<file path="src/sv/dcf_pkg.sv">
// Shared types and constants for the DCF77 time code decoder.
`default_nettype none
package dcf_pkg;
  localparam int FrameBits = 59;
  localparam logic [7:0] FltHigh = 8'd97;

  typedef enum logic [1:0] {
    CFG_HYST = 2'd0,
    CFG_ZERO = 2'd1,
    CFG_ONE  = 2'd2,
    CFG_SYNC = 2'd3
  } cfg_idx_t;

  localparam logic [1:0] StatNone  = 2'd0;
  localparam logic [1:0] StatShort = 2'd1;
  localparam logic [1:0] StatFull  = 2'd2;

  // Commands from the controller to the datapath.
  typedef struct packed {
    logic load;     // capture the accepted sample
    logic filt;     // perform one filter step
    logic decide;   // hysteresis, edge and bit handling
    logic align;    // shift the short frame one place left
    logic check;    // validate and latch the frame
    logic out_load; // load the output register
  } dcf_cmd_t;

  // Status from the datapath to the controller.
  typedef struct packed {
    logic filt_done;
    logic need_align;
    logic sync;
  } dcf_sts_t;

  function automatic logic bcd_ok(input logic [7:0] x, input logic [3:0] top_hi,
                                  input logic [3:0] top_lo);
    logic [3:0] hi;
    logic [3:0] lo;
    hi = x[7:4];
    lo = x[3:0];
    if (hi > 4'd9 || lo > 4'd9) return 1'b0;
    if (hi > top_hi) return 1'b0;
    if (hi == top_hi && lo > top_lo) return 1'b0;
    return 1'b1;
  endfunction

  function automatic logic frame_ok(input logic [63:0] f, input logic short_frame);
    logic [7:0] minute;
    logic [7:0] hour;
    logic [7:0] day;
    logic [7:0] month;
    logic [7:0] year;
    logic [2:0] dow;
    logic ok;
    minute = {1'b0, f[27:21]};
    hour = {2'b0, f[34:29]};
    day = {2'b0, f[41:36]};
    dow = f[44:42];
    month = {3'b0, f[49:45]};
    year = f[57:50];
    ok = 1'b1;
    if (!short_frame && f[0]) ok = 1'b0;
    if (!f[20]) ok = 1'b0;
    if (!short_frame && (f[17] == f[18])) ok = 1'b0;
    if (f[28] != ^minute) ok = 1'b0;
    if (f[35] != ^hour) ok = 1'b0;
    if (f[58] != ^f[57:36]) ok = 1'b0;
    ok = ok && bcd_ok(minute, 4'd5, 4'd9) && bcd_ok(hour, 4'd2, 4'd3)
         && bcd_ok(day, 4'd3, 4'd1) && (day != 8'd0) && (dow != 3'd0)
         && bcd_ok(month, 4'd1, 4'd2) && (month != 8'd0) && bcd_ok(year, 4'd9, 4'd9);
    return ok;
  endfunction
endpackage
`default_nettype wire

</file>
<file path="src/sv/dcf_if.sv">
// Valid/ready channel interfaces for samples and results.
`default_nettype none
interface dcf_in_if;
  logic        valid;
  logic        ready;
  logic        level;
  logic [15:0] sample_time;
  modport source (output valid, level, sample_time, input ready);
  modport sink (input valid, level, sample_time, output ready);
endinterface

interface dcf_out_if;
  logic        valid;
  logic        ready;
  logic [1:0]  status;
  logic [58:0] frame;
  logic [15:0] phase;
  modport source (output valid, status, frame, phase, input ready);
  modport sink (input valid, status, frame, phase, output ready);
endinterface
`default_nettype wire

</file>
<file path="src/sv/dcf77_time_code_decoder.sv">
// Top level of the DCF77 time code decoder.
// Samples enter on the in_ channel (level, sample_time), one transfer at a time.
// Each accepted sample yields exactly one result on the out_ channel: status
// (0 none, 1 short frame valid, 2 full frame valid), the latched 59-bit frame
// and the time of the latest accepted sync edge.
// Each sample is loaded, then filtered one step per elapsed tick (ending early
// once the filter stops moving), then decided. At a minute sync, a short frame
// is left-aligned one place per missing bit, and every frame is then checked.
// The filter step unit handles one tick per cycle and sets the throughput.
// A new sample is taken only after the previous result is in the output
// register; the result is held while out_ready is low, and a stalled result
// holds the block in its final state until the transfer completes.
// Reset (rst_n low, synchronous) restores register defaults 64/50/150/1500,
// filter level 64 and clears all frame state.
// Configuration writes on cfg_ take effect at the next clock edge.
`default_nettype none
module dcf77_time_code_decoder (
  input  wire logic        clk,
  input  wire logic        rst_n,
  dcf_in_if.sink           in_ch,
  dcf_out_if.source        out_ch,
  input  wire logic        cfg_we,
  input  wire logic [1:0]  cfg_index,
  input  wire logic [15:0] cfg_data
);
  dcf_pkg::dcf_cmd_t cmd;
  dcf_pkg::dcf_sts_t sts;

  dcf_ctrl u_ctrl (
    .clk, .rst_n,
    .in_valid(in_ch.valid), .in_ready(in_ch.ready),
    .out_valid(out_ch.valid), .out_ready(out_ch.ready),
    .sts, .cmd
  );

  dcf_dp u_dp (
    .clk, .rst_n, .cmd, .sts,
    .in_level(in_ch.level), .in_sample_time(in_ch.sample_time),
    .cfg_we, .cfg_index, .cfg_data,
    .out_status(out_ch.status), .out_frame(out_ch.frame), .out_phase(out_ch.phase)
  );
endmodule
`default_nettype wire

</file>
<file path="src/sv/dcf_ctrl.sv">
// Sequencing controller of the DCF77 decoder.
`default_nettype none
module dcf_ctrl (
  input  wire logic            clk,
  input  wire logic            rst_n,
  input  wire logic            in_valid,
  output logic                 in_ready,
  output logic                 out_valid,
  input  wire logic            out_ready,
  input  wire dcf_pkg::dcf_sts_t sts,
  output dcf_pkg::dcf_cmd_t    cmd
);
  typedef enum logic [4:0] {
    S_IDLE   = 5'b00001,
    S_FILT   = 5'b00010,
    S_DECIDE = 5'b00100,
    S_ALIGN  = 5'b01000,
    S_CHECK  = 5'b10000
  } state_t;

  state_t state_r, state_nxt;
  logic   ovalid_r, ovalid_nxt;
  logic   out_free;

  assign out_free  = !ovalid_r || out_ready;
  assign in_ready  = (state_r == S_IDLE);
  assign out_valid = ovalid_r;

  always_comb begin
    state_nxt  = state_r;
    ovalid_nxt = ovalid_r && !out_ready;
    cmd        = '0;
    unique case (state_r)
      S_IDLE: begin
        if (in_valid) begin
          cmd.load  = 1'b1;
          state_nxt = S_FILT;
        end
      end
      S_FILT: begin
        if (sts.filt_done) state_nxt = S_DECIDE;
        else cmd.filt = 1'b1;
      end
      S_DECIDE: begin
        cmd.decide = 1'b1;
        state_nxt  = S_ALIGN;
      end
      S_ALIGN: begin
        if (!sts.sync) begin
          if (out_free) begin
            cmd.out_load = 1'b1;
            ovalid_nxt   = 1'b1;
            state_nxt    = S_IDLE;
          end
        end else if (sts.need_align) begin
          cmd.align = 1'b1;
        end else begin
          state_nxt = S_CHECK;
        end
      end
      S_CHECK: begin
        if (out_free) begin
          cmd.check    = 1'b1;
          cmd.out_load = 1'b1;
          ovalid_nxt   = 1'b1;
          state_nxt    = S_IDLE;
        end
      end
      default: state_nxt = S_IDLE;
    endcase
  end

  always_ff @(posedge clk) begin
    if (!rst_n) begin
      state_r  <= S_IDLE;
      ovalid_r <= 1'b0;
    end else begin
      state_r  <= state_nxt;
      ovalid_r <= ovalid_nxt;
    end
  end
endmodule
`default_nettype wire

</file>
<file path="src/sv/dcf_dp.sv">
// Datapath of the DCF77 decoder: filter, hysteresis, bit shifter, frame latch.
`default_nettype none
module dcf_dp (
  input  wire logic              clk,
  input  wire logic              rst_n,
  input  wire dcf_pkg::dcf_cmd_t cmd,
  output dcf_pkg::dcf_sts_t      sts,
  input  wire logic              in_level,
  input  wire logic [15:0]       in_sample_time,
  input  wire logic              cfg_we,
  input  wire logic [1:0]        cfg_index,
  input  wire logic [15:0]       cfg_data,
  output logic [1:0]             out_status,
  output logic [58:0]            out_frame,
  output logic [15:0]            out_phase
);
  logic [7:0]  hyst_r;
  logic [15:0] zero_th_r, one_th_r, sync_th_r;
  logic [7:0]  flt_r, flt_nxt;
  logic [15:0] ticks_r;
  logic        lvl_r;
  logic [15:0] t_r;
  logic [15:0] last_t_r, last_chg_r, last_edge_r, sync_time_r;
  logic        last_lvl_r, deb_r, sync_r;
  logic [6:0]  bit_cnt_r;
  logic [63:0] shift_r, latch_r;
  logic [1:0]  status_r;
  logic [15:0] chg_now, dt;
  logic [7:0]  margin;
  logic [15:0] hyst_prod;
  logic        rise, fall, edge_hit;
  logic [1:0]  stat_calc;
  logic        short_f;

  assign flt_nxt   = 8'((({8'd0, flt_r} * 16'd124) + (lvl_r ? 16'd512 : 16'd0)) >> 7);
  assign sts.filt_done  = (ticks_r == 16'd0) || (flt_nxt == flt_r);
  assign sts.need_align = (bit_cnt_r < 7'(dcf_pkg::FrameBits));
  assign sts.sync       = sync_r;

  assign chg_now   = (lvl_r != last_lvl_r) ? t_r : last_chg_r;
  assign hyst_prod = 16'(hyst_r) * 16'd97;
  assign margin    = hyst_prod[15:8];
  assign rise      = (flt_r > (dcf_pkg::FltHigh - margin)) && !deb_r;
  assign fall      = (flt_r < margin) && deb_r;
  assign edge_hit  = rise || fall;
  assign dt        = chg_now - last_edge_r;

  // A frame counted short at sync time keeps the relaxed check after alignment.
  assign short_f   = status_r[0];
  assign stat_calc = dcf_pkg::frame_ok(shift_r, short_f)
                     ? (short_f ? dcf_pkg::StatShort : dcf_pkg::StatFull)
                     : dcf_pkg::StatNone;

  always_ff @(posedge clk) begin
    if (!rst_n) begin
      hyst_r <= 8'd64; zero_th_r <= 16'd50; one_th_r <= 16'd150; sync_th_r <= 16'd1500;
      flt_r <= 8'd64; last_t_r <= '0; last_chg_r <= '0; last_lvl_r <= 1'b0;
      deb_r <= 1'b0; last_edge_r <= '0; bit_cnt_r <= '0; shift_r <= '0;
      latch_r <= '0; sync_time_r <= '0; sync_r <= 1'b0; status_r <= '0;
      ticks_r <= '0; lvl_r <= 1'b0; t_r <= '0;
      out_status <= '0; out_frame <= '0; out_phase <= '0;
    end else begin
      if (cfg_we) begin
        case (cfg_index)
          dcf_pkg::CFG_HYST: hyst_r    <= cfg_data[7:0];
          dcf_pkg::CFG_ZERO: zero_th_r <= cfg_data;
          dcf_pkg::CFG_ONE:  one_th_r  <= cfg_data;
          default:           sync_th_r <= cfg_data;
        endcase
      end
      if (cmd.load) begin
        lvl_r   <= in_level;
        t_r     <= in_sample_time;
        ticks_r <= in_sample_time - last_t_r;
        sync_r  <= 1'b0;
      end
      if (cmd.filt) begin
        flt_r   <= flt_nxt;
        ticks_r <= ticks_r - 16'd1;
      end
      if (cmd.decide) begin
        last_chg_r <= chg_now;
        last_t_r   <= t_r;
        last_lvl_r <= lvl_r;
        status_r   <= dcf_pkg::StatNone;
        if (edge_hit) begin
          deb_r       <= rise;
          last_edge_r <= chg_now;
          if (fall) begin
            if (dt > sync_th_r) begin
              sync_r      <= 1'b1;
              sync_time_r <= sync_time_r;
              status_r    <= (bit_cnt_r < 7'(dcf_pkg::FrameBits))
                             ? dcf_pkg::StatShort : dcf_pkg::StatNone;
              t_r         <= chg_now;
            end
          end else if (dt > zero_th_r) begin
            if (dt > one_th_r && !bit_cnt_r[6])
              shift_r <= shift_r | (64'd1 << bit_cnt_r[5:0]);
            if (!bit_cnt_r[6]) bit_cnt_r <= bit_cnt_r + 7'd1;
          end
        end
      end
      if (cmd.align) begin
        shift_r   <= shift_r << 1;
        bit_cnt_r <= bit_cnt_r + 7'd1;
      end
      if (cmd.check) begin
        if (stat_calc != dcf_pkg::StatNone) begin
          latch_r     <= shift_r;
          sync_time_r <= t_r;
        end
        bit_cnt_r <= '0;
        shift_r   <= '0;
      end
      if (cmd.out_load) begin
        out_status <= cmd.check ? stat_calc : dcf_pkg::StatNone;
        out_frame  <= (cmd.check && stat_calc != dcf_pkg::StatNone)
                      ? shift_r[58:0] : latch_r[58:0];
        out_phase  <= (cmd.check && stat_calc != dcf_pkg::StatNone) ? t_r : sync_time_r;
      end
    end
  end
endmodule
`default_nettype wire

</file>
<file path="src/flat_wrapper.sv">
// flat-port wrapper written by rule: the top's interface ports become plain ports
module dcf77_time_code_decoder_flat 
  (clk, rst_n, cfg_we, cfg_index, cfg_data, in_ch_valid, in_ch_level, in_ch_sample_time, in_ch_ready, out_ch_valid, out_ch_status, out_ch_frame, out_ch_phase, out_ch_ready);
  dcf_in_if in_ch_i ();
  dcf_out_if out_ch_i ();
  input  wire logic clk;
  input  wire logic rst_n;
  input  wire logic cfg_we;
  input  wire logic [1:0] cfg_index;
  input  wire logic [15:0] cfg_data;
  input wire logic [$bits(in_ch_i.valid)-1:0] in_ch_valid;
  input wire logic [$bits(in_ch_i.level)-1:0] in_ch_level;
  input wire logic [$bits(in_ch_i.sample_time)-1:0] in_ch_sample_time;
  output wire logic [$bits(in_ch_i.ready)-1:0] in_ch_ready;
  output wire logic [$bits(out_ch_i.valid)-1:0] out_ch_valid;
  output wire logic [$bits(out_ch_i.status)-1:0] out_ch_status;
  output wire logic [$bits(out_ch_i.frame)-1:0] out_ch_frame;
  output wire logic [$bits(out_ch_i.phase)-1:0] out_ch_phase;
  input wire logic [$bits(out_ch_i.ready)-1:0] out_ch_ready;
  assign in_ch_i.valid = in_ch_valid;
  assign in_ch_i.level = in_ch_level;
  assign in_ch_i.sample_time = in_ch_sample_time;
  assign in_ch_ready = in_ch_i.ready;
  assign out_ch_valid = out_ch_i.valid;
  assign out_ch_status = out_ch_i.status;
  assign out_ch_frame = out_ch_i.frame;
  assign out_ch_phase = out_ch_i.phase;
  assign out_ch_i.ready = out_ch_ready;
  dcf77_time_code_decoder u_core (.clk(clk), .rst_n(rst_n), .in_ch(in_ch_i), .out_ch(out_ch_i), .cfg_we(cfg_we), .cfg_index(cfg_index), .cfg_data(cfg_data));
endmodule
</file>
<file path="config.mk">
export PLATFORM = sky130hd
export DESIGN_NAME = dcf77_time_code_decoder_flat
export DESIGN_NICKNAME = d
export VERILOG_FILES = /design/src/sv/dcf_pkg.sv /design/src/sv/dcf_if.sv /design/src/sv/dcf77_time_code_decoder.sv /design/src/sv/dcf_ctrl.sv /design/src/sv/dcf_dp.sv /design/src/flat_wrapper.sv
export SDC_FILE = /design/constraint.sdc
export NUM_CORES = 1
export LEC_CHECK = 0
export BUFFER_PORTS_ARGS = -buffer_cell sky130_fd_sc_hd__buf_2
export CAP_MARGIN = 10
export CORE_MARGIN = 3
export CORE_UTILIZATION = 38
export DETAILED_ROUTE_END_ITERATION = 8
export PLACE_DENSITY_LB_ADDON = 0.15
export SYNTH_ARGS = -nofsm -noshare
export SYNTH_HDL_FRONTEND = slang
export SYNTH_SLANG_ARGS = --single-unit
export TNS_END_PERCENT = 1
</file>
<file path="constraint.sdc">
create_clock -name clk -period 7.3 [get_ports clk]
set_clock_uncertainty 0.15 [all_clocks]
set_input_delay 0.73 -clock clk [delete_from_list [all_inputs] [get_ports clk]]
set_output_delay 0.73 -clock clk [all_outputs]
set_load 0.02 [all_outputs]
</file>
# [After elaboration in Yosys (flattened, before gate mapping)]
# Index checks and enable logic that the tools add are counted.
# W data, S select, Z words.
[totals] input_bits=40 wordCells=254 reg_bits=378
[op_classes] bitwise_logic=4 n_lt_le_gt_ge=20 eq_ne=22 shift=1 addsub=6 muxes=113 n_reduce_logical=60 n_mul=2
[op_table] op="$mux W64" n=6
[op_table] op="$mux W16" n=9
[op_table] op="$mux W1" n=78
[op_table] op="$or A64 B64 Y64" n=1
[op_table] op="$shl A1 B6 Y64 const A" n=1
[op_table] op="$mux W59" n=1
[op_table] op="$gt A16 B16 Y1" n=3
[op_table] op="$mux W7" n=6
[op_table] op="$sub A16 B16 Y16" n=2
[op_table] op="$mux W5" n=5
[op_table] op="$pmux W5 S5" n=1
[op_table] op="$gt A4 B4 Y1 const B" n=6
[op_table] op="$reduce_xor A22 Y1" n=1
[op_table] op="$logic_and A1 B1 Y1" n=20
[op_table] op="$logic_not A16 Y1" n=1
[op_table] op="$reduce_xor A8 Y1" n=2
[op_table] op="$sub A16 B1 Y16 const B" n=1
[op_table] op="$add A15 B10 Y15" n=1
[op_table] op="$mul A8 B7 Y15 const B" n=1
[op_table] op="$reduce_and A5 Y1" n=3
[op_table] op="$mul A8 B5 Y13 const B" n=1
[op_table] op="$reduce_and A2 Y1" n=6
[op_table] op="$reduce_bool A2 Y1" n=6
[op_table] op="$mux W10" n=1
[op_table] op="39 further kinds" n=65

# [Logic depth before layout (Yosys ltp)]
# Gate-level depths: netlist of the first run.
[depth] depth_word=21 ltp_mapped=26

# [Hierarchy]
# Synthesis of the first run repeated with hierarchy kept, for this count alone.
[hier_totals] cells_unflattened=2313 hier_area_um2=19952.9
[modules_own_cells] mod="dcf_dp" seq_area_each_um2=7347.0 cells_each=2270 area_per_inst_um2=19590.0 instances=1
[modules_own_cells] mod="dcf_ctrl" seq_area_each_um2=120.1 cells_each=43 area_per_inst_um2=362.8 instances=1

# [Worst setup path before layout of the first run]
# Ideal clock, no wire load.
[synth_path] kind="register -> register" from="register u_core.u_dp.lvl_r" to="register u_core.u_dp.shift_r[55]" n_path_buf=3 period_less_slack_ns=6.243 stages_incl_launch_ff=25 setup_ns=0.074 arrival_time_ns=6.018 required_ns=7.076 slack_ns=1.057 path_cell_list="dfxtp_1 > xnor2_1 > clkbuf_1 > mux2i_1 > inv_1 > ha_1 > nor2b_1 > o21ai_0 > a21boi_1 > o21ai_0 > a21boi_1 > o21ai_0 > a21oi_1 > o41ai_1 > or4b_2 > o211ai_1 > ha_1 > nand4_1 > nor2_1 > a31o_2 > nor4_2 > clkbuf_1 > buf_2 > nand3_1 > a31oi_1"
[synth_between] elab_chain_cells=7 word_cells_on_any_way=9 cone_classes="add/sub (1); order compare (2); eq/ne (1); mux (1); reduce/logical (4)"
[synth_rtl] element="from (decl)" line="dcf_dp.sv:21" text="logic lvl_r;"
[synth_rtl] element="from (signal assigned)" line="dcf_dp.sv:72" text="lvl_r <= in_level;"
[synth_rtl] element="$ne A1 B1 Y1 (*)" line="dcf_dp.sv:40" text="assign chg_now = (lvl_r != last_lvl_r) ? t_r : last_chg_r;"
[synth_rtl] element="$mux W16 (*)" line="dcf_dp.sv:40"
[synth_rtl] element="named net u_core.u_dp.chg_now[2]" line="dcf_dp.sv:28" text="logic [15:0] chg_now, dt;"
[synth_rtl] element="$sub A16 B16 Y16 (*)" line="dcf_dp.sv:46" text="assign dt = chg_now - last_edge_r;"
[synth_rtl] element="$gt A16 B16 Y1" line="dcf_dp.sv:98" text="if (dt > one_th_r && !bit_cnt_r[6])"
[synth_rtl] element="$logic_and A1 B1 Y1" line="dcf_dp.sv:98"
[synth_rtl] element="$reduce_bool A2 Y1 (no line)"
[synth_rtl] element="$reduce_and A5 Y1 (no line) (*)"
[synth_rtl] element="to (signal assigned)" line="dcf_dp.sv:99" text="shift_r <= shift_r | (64'd1 << bit_cnt_r[5:0]);"
[synth_rtl] element="to (signal assigned)" line="dcf_dp.sv:105" text="shift_r <= shift_r << 1;"
[synth_rtl] element="to (decl)" line="dcf_dp.sv:26" text="logic [63:0] shift_r, latch_r;"
# Mark *: on every way through the listed nets, which the timed path passes. The rest lies on a longest branch.
# A chain may end at the register's enable or synchronous reset.

# [Worst setup path after layout of the first run]
[layout_path] from="register u_core.u_dp.lvl_r" to="register u_core.u_dp.shift_r[4]"
# The elaborated chain is that of the path after synthesis.

==> results.sh, run 1 <==
export IMPL_status="completed"
export IMPL_drive_gt1_frac=0.09963
export IMPL_via_per_inst=5.278
export IMPL_synth_area_per_cell_um2=8.360
export IMPL_wl_mm=52.05
export IMPL_ir_drop_mv=0.1385
export IMPL_power_density_mw_per_mm2=217.2
export IMPL_seq_area_frac_synth=0.3745
export IMPL_start_kind="register"
export IMPL_crit_arrival_ns=6.92
export IMPL_die_h_um=235.1
export IMPL_drv_cap=0
export IMPL_synth_async_reset_ratio=0
export IMPL_drt_iter0_markers=1068
export IMPL_antenna_found_initial=3
export IMPL_cpPeakStageDelay_ns=0.62
export IMPL_rsz0062_at_grt="false"
export IMPL_ys_warn_count=0
export IMPL_numCtsBuffers=42
export IMPL_ant_nets=0
export IMPL_worst_path_stages=23
export IMPL_worst_slew_pin_slew_ns=1.106
export IMPL_p_clk_frac=0.446
export IMPL_clk_root_buffer_cell="clkbuf_16"
export IMPL_syn_inst=2385
export IMPL_fillerInstances=5066
export IMPL_rows=83
export IMPL_ys_ff_latch=373
export IMPL_period_needed_ns=6.579
export IMPL_relSlewSlack=0.2618
export IMPL_worst_path_max_fanout=59
export IMPL_grt_ovfl_total=0
export IMPL_pwr_share_comb=0.125
export IMPL_p_sw_frac=0.2617
export IMPL_slew_violations=0
export IMPL_io_buffers=118
export IMPL_core_mm2=0.05161
export IMPL_cp_top_family="compound AO/OA/AOI/OAI gates"
export IMPL_cp_common_cell="o21ai_0"
export IMPL_cts_tree="yes"
export IMPL_ctsLongestPathBuffers=3
export IMPL_path_cells="xnor2_2 -> buf_4 -> mux2i_1 -> inv_1 -> ha_1 -> nor2b_1 -> o21ai_0 -> a21boi_0 -> o21ai_0 -> a21oi_1 -> a41o_1 -> o41ai_1 -> o21ai_0 -> a311oi_1 -> ha_1 -> nand4_1 -> o21ai_0 -> a21oi_1 -> a211o_1 -> nor4_4 -> buf_4 -> nand4_1 -> a31oi_1"
export IMPL_crit_path_end="u_core.u_dp.shift_r[4]"
export IMPL_initial_core_util=0.3863
export IMPL_insertion_delay_ns=0.57
export IMPL_p_int_uw=3604
export IMPL_post_drt_wl_per_cell_um=16.58
export IMPL_synth_edf_count=0
export IMPL_place_inst=3064
export IMPL_syn_area_mm2=0.01994
export IMPL_reg2reg_depth=23
export IMPL_timing_rr_start="u_core.u_dp.lvl_r"
export IMPL_p_leak_uw=0.009315
export IMPL_globalplace_congestion=0.8364
export IMPL_cts_setup_buffers=0
export IMPL_grt_usage=0.1854
export IMPL_synth_nets=2626
export IMPL_yosys_most_used_dff="dfxtp_1"
export IMPL_area_delta_synth_final_pct=12.73
export IMPL_die_area_mm2=0.05525
export IMPL_cts_sinks=373
export IMPL_hold_buffers=0
export IMPL_grt_pass1_vias=15880
export IMPL_n_antenna_cell=0
export IMPL_die_x_um=235.1
export IMPL_setup_viol=0
export IMPL_cts_resized_gates=0
export IMPL_nets=2669
export IMPL_cp_startpoint="u_core.u_dp.lvl_r"
export IMPL_p_switching_uw=1277
export IMPL_grt_max_degree=106
export IMPL_r2r_end="u_core.u_dp.shift_r[4]"
export IMPL_stdcell_count=3139
export IMPL_crit_buf_inv=3
export IMPL_drc=0
export IMPL_cts_htree_levels=2
export IMPL_drtPass1Iterations=5
export IMPL_pin_count=119
export IMPL_setup_tns_ns=0
export IMPL_hpwl_mm=36.88
export IMPL_hp_class="in -> reg"
export IMPL_ys_types=83
export IMPL_worst_setup_path_end_kind="register"
export IMPL_worst_path_max_delay_cell="a311oi_1"
export IMPL_path_class="reg -> reg"
export IMPL_cts_reportedPaths_clkPinSlew_ns=0.07
export IMPL_clock_fmax_mhz=152.0
export IMPL_final_period_utilization=0.9012
export IMPL_seqPwrFrac=0.429
export IMPL_routed_via_count=16570
export IMPL_cp_required_ns=7.64
export IMPL_grt_first_pass_wirelength_mm=85.48
export IMPL_final_hold_violation_count=0
export IMPL_reg2reg_slack_ns=0.72
-- sequential cells by signal, indices dropped and copies added, names as in the netlist, 7 cells and up --
name	count
u_core.u_dp.latch_r	59
u_core.u_dp.out_frame	59
u_core.u_dp.shift_r	59
u_core.u_dp.last_chg_r	16
u_core.u_dp.last_edge_r	16
u_core.u_dp.last_t_r	16
u_core.u_dp.one_th_r	16
u_core.u_dp.out_phase	16
u_core.u_dp.sync_th_r	16
u_core.u_dp.sync_time_r	16
u_core.u_dp.t_r	16
u_core.u_dp.ticks_r	16
u_core.u_dp.zero_th_r	16
u_core.u_dp.flt_r	8
u_core.u_dp.hyst_r	8
u_core.u_dp.bit_cnt_r	7
-- layout make-up --
class | instances | area, um2 | area share
multi-input combinational | 1687 | 11270 | 0.5015
clock inverter | 18 | 178.9 | 0.007961
clock buffer | 57 | 1249 | 0.05556
sequential | 373 | 7467 | 0.3322
inverter | 183 | 694.4 | 0.03090
tap | 680 | 850.8 | 0.03786
timing repair buffer | 141 | 763.2 | 0.03396
-- worst min-delay path, delay by kind of cell --
family	cells	cell delay, ns
AO/OA/AOI/OAI	1	0.05
AND/OR/NAND/NOR	1	0.05
buffers and inverters	1	0.11
-- cells in the mapped netlist, types with 8 or more instances --
master,n,share of area
a31oi_1,62,0.019
a211oi_1,128,0.048
or3_1,8,0.0025
o21ai_0,39,0.0098
nand4_1,58,0.018
inv_1,180,0.034
ha_1,183,0.11
nor3_1,22,0.0055
nand2b_1,9,0.0028
xnor2_1,53,0.023
clkbuf_1,128,0.024
nand3_1,47,0.012
o21a_1,19,0.0072
dfxtp_1,373,0.37
xor2_1,20,0.0088
or4_1,8,0.0030
fa_1,18,0.018
o211ai_1,19,0.0072
a21o_1,18,0.0068
a311oi_1,18,0.0079
a21oi_1,127,0.032
nor2_1,285,0.054
nor4_1,9,0.0028
buf_1,8,0.0015
and3_1,9,0.0028
o31ai_1,8,0.0030
nand2_1,308,0.058
mux2i_1,80,0.040
nor2b_1,22,0.0069
-- per-layer routing --
| layer | global-route usage | up-vias | part of all wire |
|---|---|---|---|
| met5 | 0 | - | 0.00054 |
| met4 | 0.04508 | 6 | 0.020 |
| met3 | 0.03509 | 72 | 0.053 |
| met2 | 0.2694 | 319 | 0.41 |
| met1 | 0.2810 | 7771 | 0.52 |
| li1 | - | 8400 | - |
-- cell families after synthesis --
family                     after synthesis  share of synthesized area
xor gates and xnor gates                74                    0.03320
DFF                                    373                     0.3745
and+or+nand+nor                        819                     0.1818
muxes                                   81                    0.04073
AOI/OAI and AO/OA                      512                     0.1746
buffers and inverters                  325                    0.06219
adders and majority gates              201                     0.1329
-- metrics by stage --
step	power, uW	worst slack [ns]	hold WS (ns)	cell area [um2]	util
6_report	4881	0.7212	0.2754	22480	0.4355
5_1_grt	5090	0.03309	0.2643	22480	0.4355
4_1_cts	4935	0.8212	0.2448	22480	0.4355
3_5_place_dp	2743	0.8362	0.2964	21050	0.4078
3_3_place_gp	2733	1.028	0.2884	21050	0.4078
2_1_floorplan	2577	1.058	0.2760	19940	-
-- worst min-delay path by stage --
stage	from	endpoint	slack, ns	cells past startpoint
floorplan	u_core.u_dp.latch_r[20]	u_core.u_dp.latch_r[20]	0.28	2
global placement	u_core.u_dp.latch_r[20]	u_core.u_dp.latch_r[20]	0.29	2
detailed placement	u_core.u_dp.latch_r[20]	u_core.u_dp.latch_r[20]	0.30	2
CTS	cfg_data[9]	u_core.u_dp.sync_th_r[9]	0.24	3
global route	cfg_data[9]	u_core.u_dp.one_th_r[9]	0.26	3
finish	cfg_data[9]	u_core.u_dp.one_th_r[9]	0.28	3
-- cells in the final DEF (no fill, tap or decap), drive strengths merged, types with 6 or more instances in the layout --
| cell | netlist | layout |
|---|---|---|
| or2 | 7 | 7 |
| o31a | 7 | 7 |
| nand4 | 58 | 58 |
| a311oi | 18 | 18 |
| nor2b | 22 | 22 |
| or3 | 8 | 8 |
| a21oi | 128 | 128 |
| nand3b | 6 | 6 |
| nand2 | 308 | 308 |
| and3 | 9 | 9 |
| nand3 | 48 | 48 |
| nor3b | 6 | 6 |
| o21ai | 44 | 44 |
| and2 | 7 | 7 |
| nand2b | 9 | 9 |
| a21o | 18 | 18 |
| o31ai | 9 | 9 |
| fa | 18 | 18 |
| a31oi | 62 | 62 |
| or4 | 9 | 9 |
| inv | 181 | 182 |
| a211oi | 129 | 129 |
| nor3 | 22 | 22 |
| clkinv | 2 | 12 |
| nor4 | 11 | 11 |
| clkbuf | 128 | 57 |
| nor2 | 285 | 285 |
| buf | 14 | 141 |
| xnor2 | 53 | 53 |
| dfxtp | 373 | 373 |
| ha | 183 | 183 |
| xor2 | 20 | 20 |
| mux2i | 80 | 80 |
| o211ai | 19 | 19 |
| o21a | 20 | 20 |
-- power groups by stage --
stage / sequential, uW / combinational (uW) / clock (uW)
after detailed placement: 2140 / 603 / 0
after global placement: 2140 / 594 / 0
after floorplan: 2130 / 449 / 0
after global routing: 2100 / 687 / 2300
final: 2100 / 608 / 2180
after CTS: 2090 / 607 / 2230
(Power assumes the default switching activity.)
==> run 2, diff against run 1 <==
==> constraint.sdc (replaced) <==
create_clock -name clk -period 6 [get_ports clk]
set_clock_uncertainty 0.15 [all_clocks]
set_input_delay 0.6 -clock clk [delete_from_list [all_inputs] [get_ports clk]]
set_output_delay 0.6 -clock clk [all_outputs]
set_load 0.02 [all_outputs]
==> run 2 against run 1 <==
Net effect:
- combinational power increased by 29%
- utilization is 0.82 points higher
- cell count up 1.1%
- die area stayed put
- sequential cell count is the same
- routed wire length rose by 0.81%
- critical endpoint is now u_core.u_dp.ticks_r[5]
- largest cell class unchanged
==> results.sh, run 2 (synthesis gave the netlist of run 1 again) <==
export IMPL_die_h_um=235.1
export IMPL_area_delta_synth_final_pct=14.86
export IMPL_hold_buffers=0
export IMPL_r2r_end="u_core.u_dp.ticks_r[5]"
export IMPL_setup_viol=0
export IMPL_rows=83
export IMPL_relSlewSlack=0.3266
export IMPL_hp_class="in -> reg"
export IMPL_period_needed_ns=5.778
export IMPL_holdPathStages=3
export IMPL_grt_max_degree=153
export IMPL_routed_via_count=16690
export IMPL_ant_nets=0
export IMPL_numCtsBuffers=43
export IMPL_cts_reportedPaths_clkPinSlew_ns=0.06
export IMPL_p_switching_uw=1592
export IMPL_drtPass1Iterations=5
export IMPL_p_int_uw=4534
export IMPL_hold_end="u_core.u_dp.sync_th_r[13]"
export IMPL_power_density_mw_per_mm2=267.5
export IMPL_pwr_share_comb=0.128
export IMPL_insertion_delay_ns=0.57
export IMPL_die_x_um=235.1
export IMPL_nets=2699
export IMPL_initial_core_util=0.3863
export IMPL_drv_cap=0
export IMPL_p_leak_uw=0.009517
export IMPL_wl_mm=52.47
export IMPL_drive_gt1_frac=0.1144
export IMPL_rsz0062_at_grt="true"
export IMPL_cts_htree_levels=2
export IMPL_final_area_mm2=0.02290
export IMPL_grt_first_pass_wirelength_mm=84.78
export IMPL_status="completed"
export IMPL_core_mm2=0.05161
export IMPL_finalPower_uw=6126
export IMPL_worst_path_max_fanout=15
export IMPL_clk_root_buffer_cell="clkbuf_16"
export IMPL_seqPwrFrac=0.416
export IMPL_n_antenna_cell=0
export IMPL_worst_slew_pin_slew_ns=1.008
export IMPL_crit_arrival_ns=6.08
export IMPL_final_common_cell="dfxtp_1"
export IMPL_antenna_found_initial=1
export IMPL_cp_required_ns=6.30
export IMPL_place_inst=3087
export IMPL_cts_sinks=373
export IMPL_stdcell_count=3172
export IMPL_post_drt_wl_per_cell_um=16.54
export IMPL_io_buffers=118
export IMPL_ir_drop_mv=0.1843
export IMPL_p_clk_frac=0.456
export IMPL_pin_count=119
export IMPL_final_period_utilization=0.9630
export IMPL_worst_setup_path_end_kind="register"
export IMPL_grt_usage=0.1840
export IMPL_layout_common_cells="dfxtp_1, nand2_1, nor2_1"
export IMPL_hpwl_mm=37.13
export IMPL_final_core_util=0.4437
export IMPL_via_per_inst=5.262
export IMPL_slew_violations=0
export IMPL_post_dp_cell_area_mm2=0.02127
export IMPL_fillerInstances=5138
export IMPL_p_sw_frac=0.2598
export IMPL_min_delay_start="cfg_data[13]"
export IMPL_start_kind="register"
export IMPL_grt_pass1_vias=15970
export IMPL_dp_slack_ns=-0.07610
export IMPL_timing_rr_start="u_core.u_dp.flt_r[1]"
export IMPL_drt_iter0_markers=995
export IMPL_clock_fmax_mhz=173.1
export IMPL_reg2reg_slack_ns=0.22
export IMPL_drc=0
export IMPL_reg_largest_list="u_core.u_dp.latch_r (59), u_core.u_dp.out_frame (59), u_core.u_dp.shift_r (59)"
export IMPL_setup_slack_ns=0.2221
export IMPL_globalplace_congestion=0.8429
export IMPL_final_hold_violation_count=0
export IMPL_cts_tree="yes"
export IMPL_reg2reg_depth=24
export IMPL_path_class="reg -> reg"
export IMPL_ctsLongestPathBuffers=3
export IMPL_grt_ovfl_total=0
export IMPL_die_area_mm2=0.05525
run 2: cell types whose count changed in the layout (fill, tap and decap cells not counted), moves of 3 or more:
cell,previous run,this run
buf_12,0,4
clkbuf_1,2,8
clkinv_2,10,7
ha_1,183,180
buf_4,23,45
bufinv_16,3,6
run 2: routing by layer:
layer / GRT usage / wire length, um / vias up
met4: 0.04341 / 884 / 2
met3: 0.03404 / 2262 / 61
li1: - / - / 8466
met1: 0.2752 / 27330 / 7886
met2: 0.2727 / 21990 / 277
met5: 0 / 7 / -
run 2: area by class of cell:
cell class              instances  area [um2]  share of cell area
multi-input cells            1688       11360              0.4959
well taps                     680       850.8             0.03715
inverters                     183       694.4             0.03032
flip-flops and latches        373        7468              0.3261
clock buffers                  61        1244             0.05431
repair buffers                169        1031             0.04502
clock inverters                18       256.5             0.01120
run 2: power by group through the flow:
stage / combinational [uW] / sequential, uW / clock (uW)
finish: 783 / 2550 / 2790
global route: 878 / 2550 / 2960
CTS: 754 / 2550 / 2870
detailed placement: 747 / 2600 / 0
global placement: 729 / 2600 / 0
floorplan: 547 / 2590 / 0
run 2: critical path, cell delays in order (launching register included):
cell,delay [ns]
dfxtp_1,0.31
buf_4,0.15
fa_1,0.52
inv_1,0.06
fa_1,0.48
fa_1,0.50
inv_1,0.04
ha_2,0.20
a211oi_4,0.23
o21bai_2,0.13
a21o_1,0.20
xor2_1,0.14
ha_2,0.24
ha_4,0.16
o21ai_0,0.09
a21oi_1,0.13
o31ai_1,0.11
a22oi_2,0.20
nand3_2,0.15
a22o_1,0.26
nor4_4,0.26
buf_6,0.17
o21ai_4,0.15
o311a_1,0.36
o31a_1,0.28
run 2: worst max-delay path by stage:
stage          cells past startpoint              startpoint                 endpoint  slack (ns)
2_1_floorplan                     24  u_core.u_dp.last_lvl_r  u_core.u_dp.shift_r[55]        0.13
3_3_place_gp                      22    u_core.u_dp.flt_r[1]     u_core.u_dp.flt_r[3]        0.11
3_5_place_dp                      24    u_core.u_dp.flt_r[1]     u_core.u_dp.flt_r[0]       -0.08
4_1_cts                           23    u_core.u_dp.flt_r[1]   u_core.u_dp.ticks_r[5]        0.01
5_1_grt                           24    u_core.u_dp.flt_r[1]   u_core.u_dp.ticks_r[5]       -0.09
6_report                          24    u_core.u_dp.flt_r[1]   u_core.u_dp.ticks_r[5]        0.22
run 2: metrics by stage:
stage                     setup TNS, ns  hold slack (ns)
after floorplan                       0           0.2760
after global placement                0           0.2889
after detailed placement        -0.2583           0.2975
after CTS                             0           0.1000
after global routing            -0.5145           0.1265
final                                 0           0.1413
run 2: timing repair:
action / 4_1_cts / 5_1_grt
setup buffers: 0 / 5
cloned: 0 / 1
endpoints found under the setup margin: 10 / 103
pin swaps: 1 / 6
gates resized for setup: 2 / 16
==> run 3, diff against run 2 <==
--- a/config.mk
+++ b/config.mk
@@ -13,5 +13,6 @@
 export PLACE_DENSITY_LB_ADDON = 0.15
 export SYNTH_ARGS = -nofsm -noshare
 export SYNTH_HDL_FRONTEND = slang
+export SYNTH_HIERARCHICAL = 1
 export SYNTH_SLANG_ARGS = --single-unit
 export TNS_END_PERCENT = 1
==> run 3 against run 2 <==
Net effect:
- sequential power about the same
- cell count down 2.0%
- power is 0.12% higher
- via count down 1.4%
- highest routed layer is now met4
- sequential share of layout area is essentially flat
- critical endpoint is now u_core/u_dp/ticks_r[15]
- register-to-register slack improved by 0.08 ns
- utilization about the same
==> results.sh, run 3 <==
export IMPL_wl_mm=53.99
export IMPL_drive_gt1_frac=0.1170
export IMPL_synth_edf_count=0
export IMPL_hpwl_mm=39.29
export IMPL_ys_warn_count=6
export IMPL_path_class="reg -> reg"
export IMPL_r2r_end="u_core/u_dp/ticks_r[15]"
export IMPL_grt_pass1_vias=15400
export IMPL_setup_tns_ns=0
export IMPL_numCtsBuffers=44
export IMPL_worst_path_max_delay_cell="fa_1"
export IMPL_slew_violations=0
export IMPL_die_area_mm2=0.05529
export IMPL_rsz0062_at_grt="true"
export IMPL_grt_usage=0.1896
export IMPL_synthTopCellsByCount="dfxtp_1, nor2_1, inv_1, ha_1, a211oi_1"
export IMPL_crit_arrival_ns=6.05
export IMPL_drt_iter0_markers=961
export IMPL_layout_common_cells="dfxtp_1, nor2_1, inv_1"
export IMPL_worst_path_max_fanout=7
export IMPL_cp_top_family="adder cells"
export IMPL_final_common_cell="dfxtp_1"
export IMPL_stdcell_count=3107
export IMPL_post_drt_wl_per_cell_um=17.38
export IMPL_seq_area_frac_synth=0.3742
export IMPL_grt_first_pass_wirelength_mm=86.24
export IMPL_syn_inst=2313
export IMPL_final_period_utilization=0.9502
export IMPL_relSlewSlack=0.2638
export IMPL_yosys_most_used_dff="dfxtp_1"
export IMPL_pin_count=119
export IMPL_initial_core_util=0.3866
export IMPL_core_mm2=0.05161
export IMPL_globalplace_congestion=0.8295
export IMPL_ys_ff_latch=373
export IMPL_finalPower_uw=6133
export IMPL_routed_via_count=16450
export IMPL_grt_ovfl_total=0
export IMPL_clock_fmax_mhz=175.4
export IMPL_ctsLongestPathBuffers=3
export IMPL_cts_tree="yes"
export IMPL_cts_sinks=373
export IMPL_insertion_delay_ns=0.59
export IMPL_fillerInstances=5141
export IMPL_hp_class="in -> reg"
export IMPL_synth_top_area_frac=0.3742
export IMPL_ys_types=77
export IMPL_status="completed"
export IMPL_cts_htree_levels=2
export IMPL_period_needed_ns=5.701
export IMPL_reg2reg_depth=26
export IMPL_drtPass1Iterations=5
export IMPL_setup_viol=0
export IMPL_crit_buf_inv=4
export IMPL_rows=83
export IMPL_n_antenna_cell=0
export IMPL_synth_nets=2553
export IMPL_clk_root_buffer_cell="clkbuf_16"
export IMPL_grt_max_degree=110
export IMPL_ant_nets=0
export IMPL_hold_buffers=0
export IMPL_cpPeakStageDelay_ns=0.50
export IMPL_syn_area_mm2=0.01995
export IMPL_min_delay_start="in_ch_level"
export IMPL_cp_required_ns=6.35
export IMPL_synth_async_reset_ratio=0
export IMPL_nets=2632
export IMPL_synthTopCellsByArea="dfxtp_1, ha_1, a211oi_1, nor2_1, mux2i_1"
export IMPL_hold_slack_ns=0.1232
export IMPL_synth_top_area_cell="dfxtp_1"
export IMPL_via_per_inst=5.295
export IMPL_ir_drop_mv=0.2387
export IMPL_synth_area_per_cell_um2=8.626
export IMPL_start_kind="register"
export IMPL_worst_slew_pin_slew_ns=1.102
export IMPL_die_h_um=235.1
export IMPL_cp_common_cell="xnor2_1"
export IMPL_final_core_util=0.4442
export IMPL_drc=0
export IMPL_power_density_mw_per_mm2=267.5
export IMPL_worst_setup_path_end_kind="register"
export IMPL_hold_end="u_core/u_dp/lvl_r"
export IMPL_area_delta_synth_final_pct=14.89
export IMPL_p_leak_uw=0.009732
export IMPL_final_hold_violation_count=0
export IMPL_reg2reg_slack_ns=0.30
export IMPL_drv_cap=0
export IMPL_io_buffers=118
export IMPL_place_inst=3022
export IMPL_timing_rr_start="u_core/u_dp/flt_r[2]"
export IMPL_cts_reportedPaths_clkPinSlew_ns=0.06
export IMPL_die_x_um=235.1
export IMPL_holdPathStages=3
export IMPL_antenna_found_initial=1
export IMPL_synth_most_common_cell="dfxtp_1"
export IMPL_reg_largest_list="u_core/u_dp/latch_r (59), u_core/u_dp/out_frame (59), u_core/u_dp/shift_r (59)"
==> run 3: report_power, final <==
part	leakage [uW]	total [uW]	internal, uW	switching [uW]
clock	0.000753	2840	1710	1120
sequential	0.00302	2560	2510	41.9
combinational	0.00596	742	311	431
total	0.00973	6130	4540	1600
==> run 3: cell families (layout without fill, tap and decap cells) <==
group                    Yosys count  in the layout  share of synthesized area
AO/OA/AOI/OAI                    523            523                     0.1765
XOR/XNOR                          85             85                    0.03800
adder cells (fa/ha/maj)          200            200                     0.1322
buffers and inverters            319            433                    0.06095
flip-flops                       373            373                     0.3742
multiplexers                     112            112                    0.05669
AND/OR/NAND/NOR                  701            701                     0.1615
==> run 3: how the worst max path moves through the flow <==
stage | from | end | slack (ns) | cells after the start
finish | u_core/u_dp/flt_r[2] | u_core/u_dp/ticks_r[15] | 0.30 | 26
global route | u_core/u_dp/flt_r[1] | u_core/u_dp/ticks_r[15] | -0.09 | 27
CTS | u_core/u_dp/flt_r[1] | u_core/u_dp/ticks_r[15] | 0.04 | 27
detailed placement | u_core/u_dp/flt_r[1] | u_core/u_dp/ticks_r[15] | -0.03 | 27
global placement | u_core/u_dp/flt_r[1] | u_core/u_dp/ticks_r[15] | 0.08 | 27
floorplan | u_core/u_dp/lvl_r | u_core/u_dp/shift_r[22] | 0.05 | 25
==> run 3: cell type report <==
class,instances,area (um2),share of cell area
Timing Repair Buffer,160,942.2,0.04110
Tap cell,680,850.8,0.03711
Multi-Input combinational cell,1621,11380,0.4965
Clock buffer,58,1224,0.05338
Inverter,192,728.2,0.03177
Sequential cell,373,7471,0.3259
Clock inverter,23,326.6,0.01425
==> run 3: repair_timing <==
item / CTS / global route
endpoints found under the hold margin: 0 / 0
setup buffers: 0 / 3
pin swaps: 0 / 3
resized for setup: 1 / 19
endpoints found under the setup margin: 1 / 96
gates cloned: 0 / 0
==> run 3: worst min-delay path: cells and delay by family <==
kind | cells | cell delay (ns)
buf+inv | 1 | 0.07
simple gates | 1 | 0.08
mux | 1 | 0.05
==> run 3: metrics by stage <==
step           cell area (um2)  worst slack [ns]
6_report                 22920            0.2985
5_1_grt                  22920          -0.09451
4_1_cts                  22810           0.04070
3_5_place_dp             21260          -0.02643
3_3_place_gp             21260           0.07578
2_1_floorplan            19950           0.04768
==> run 3: metal layers <==
layer / part of all wire / wire [um] / vias up / global-route usage
li1: - / - / 8249 / -
met1: 0.53 / 28380 / 7826 / 0.2961
met2: 0.41 / 22320 / 326 / 0.2750
met3: 0.048 / 2618 / 51 / 0.03058
met4: 0.012 / 669 / 0 / 0.03302
met5: 0 / 0 / - / 0
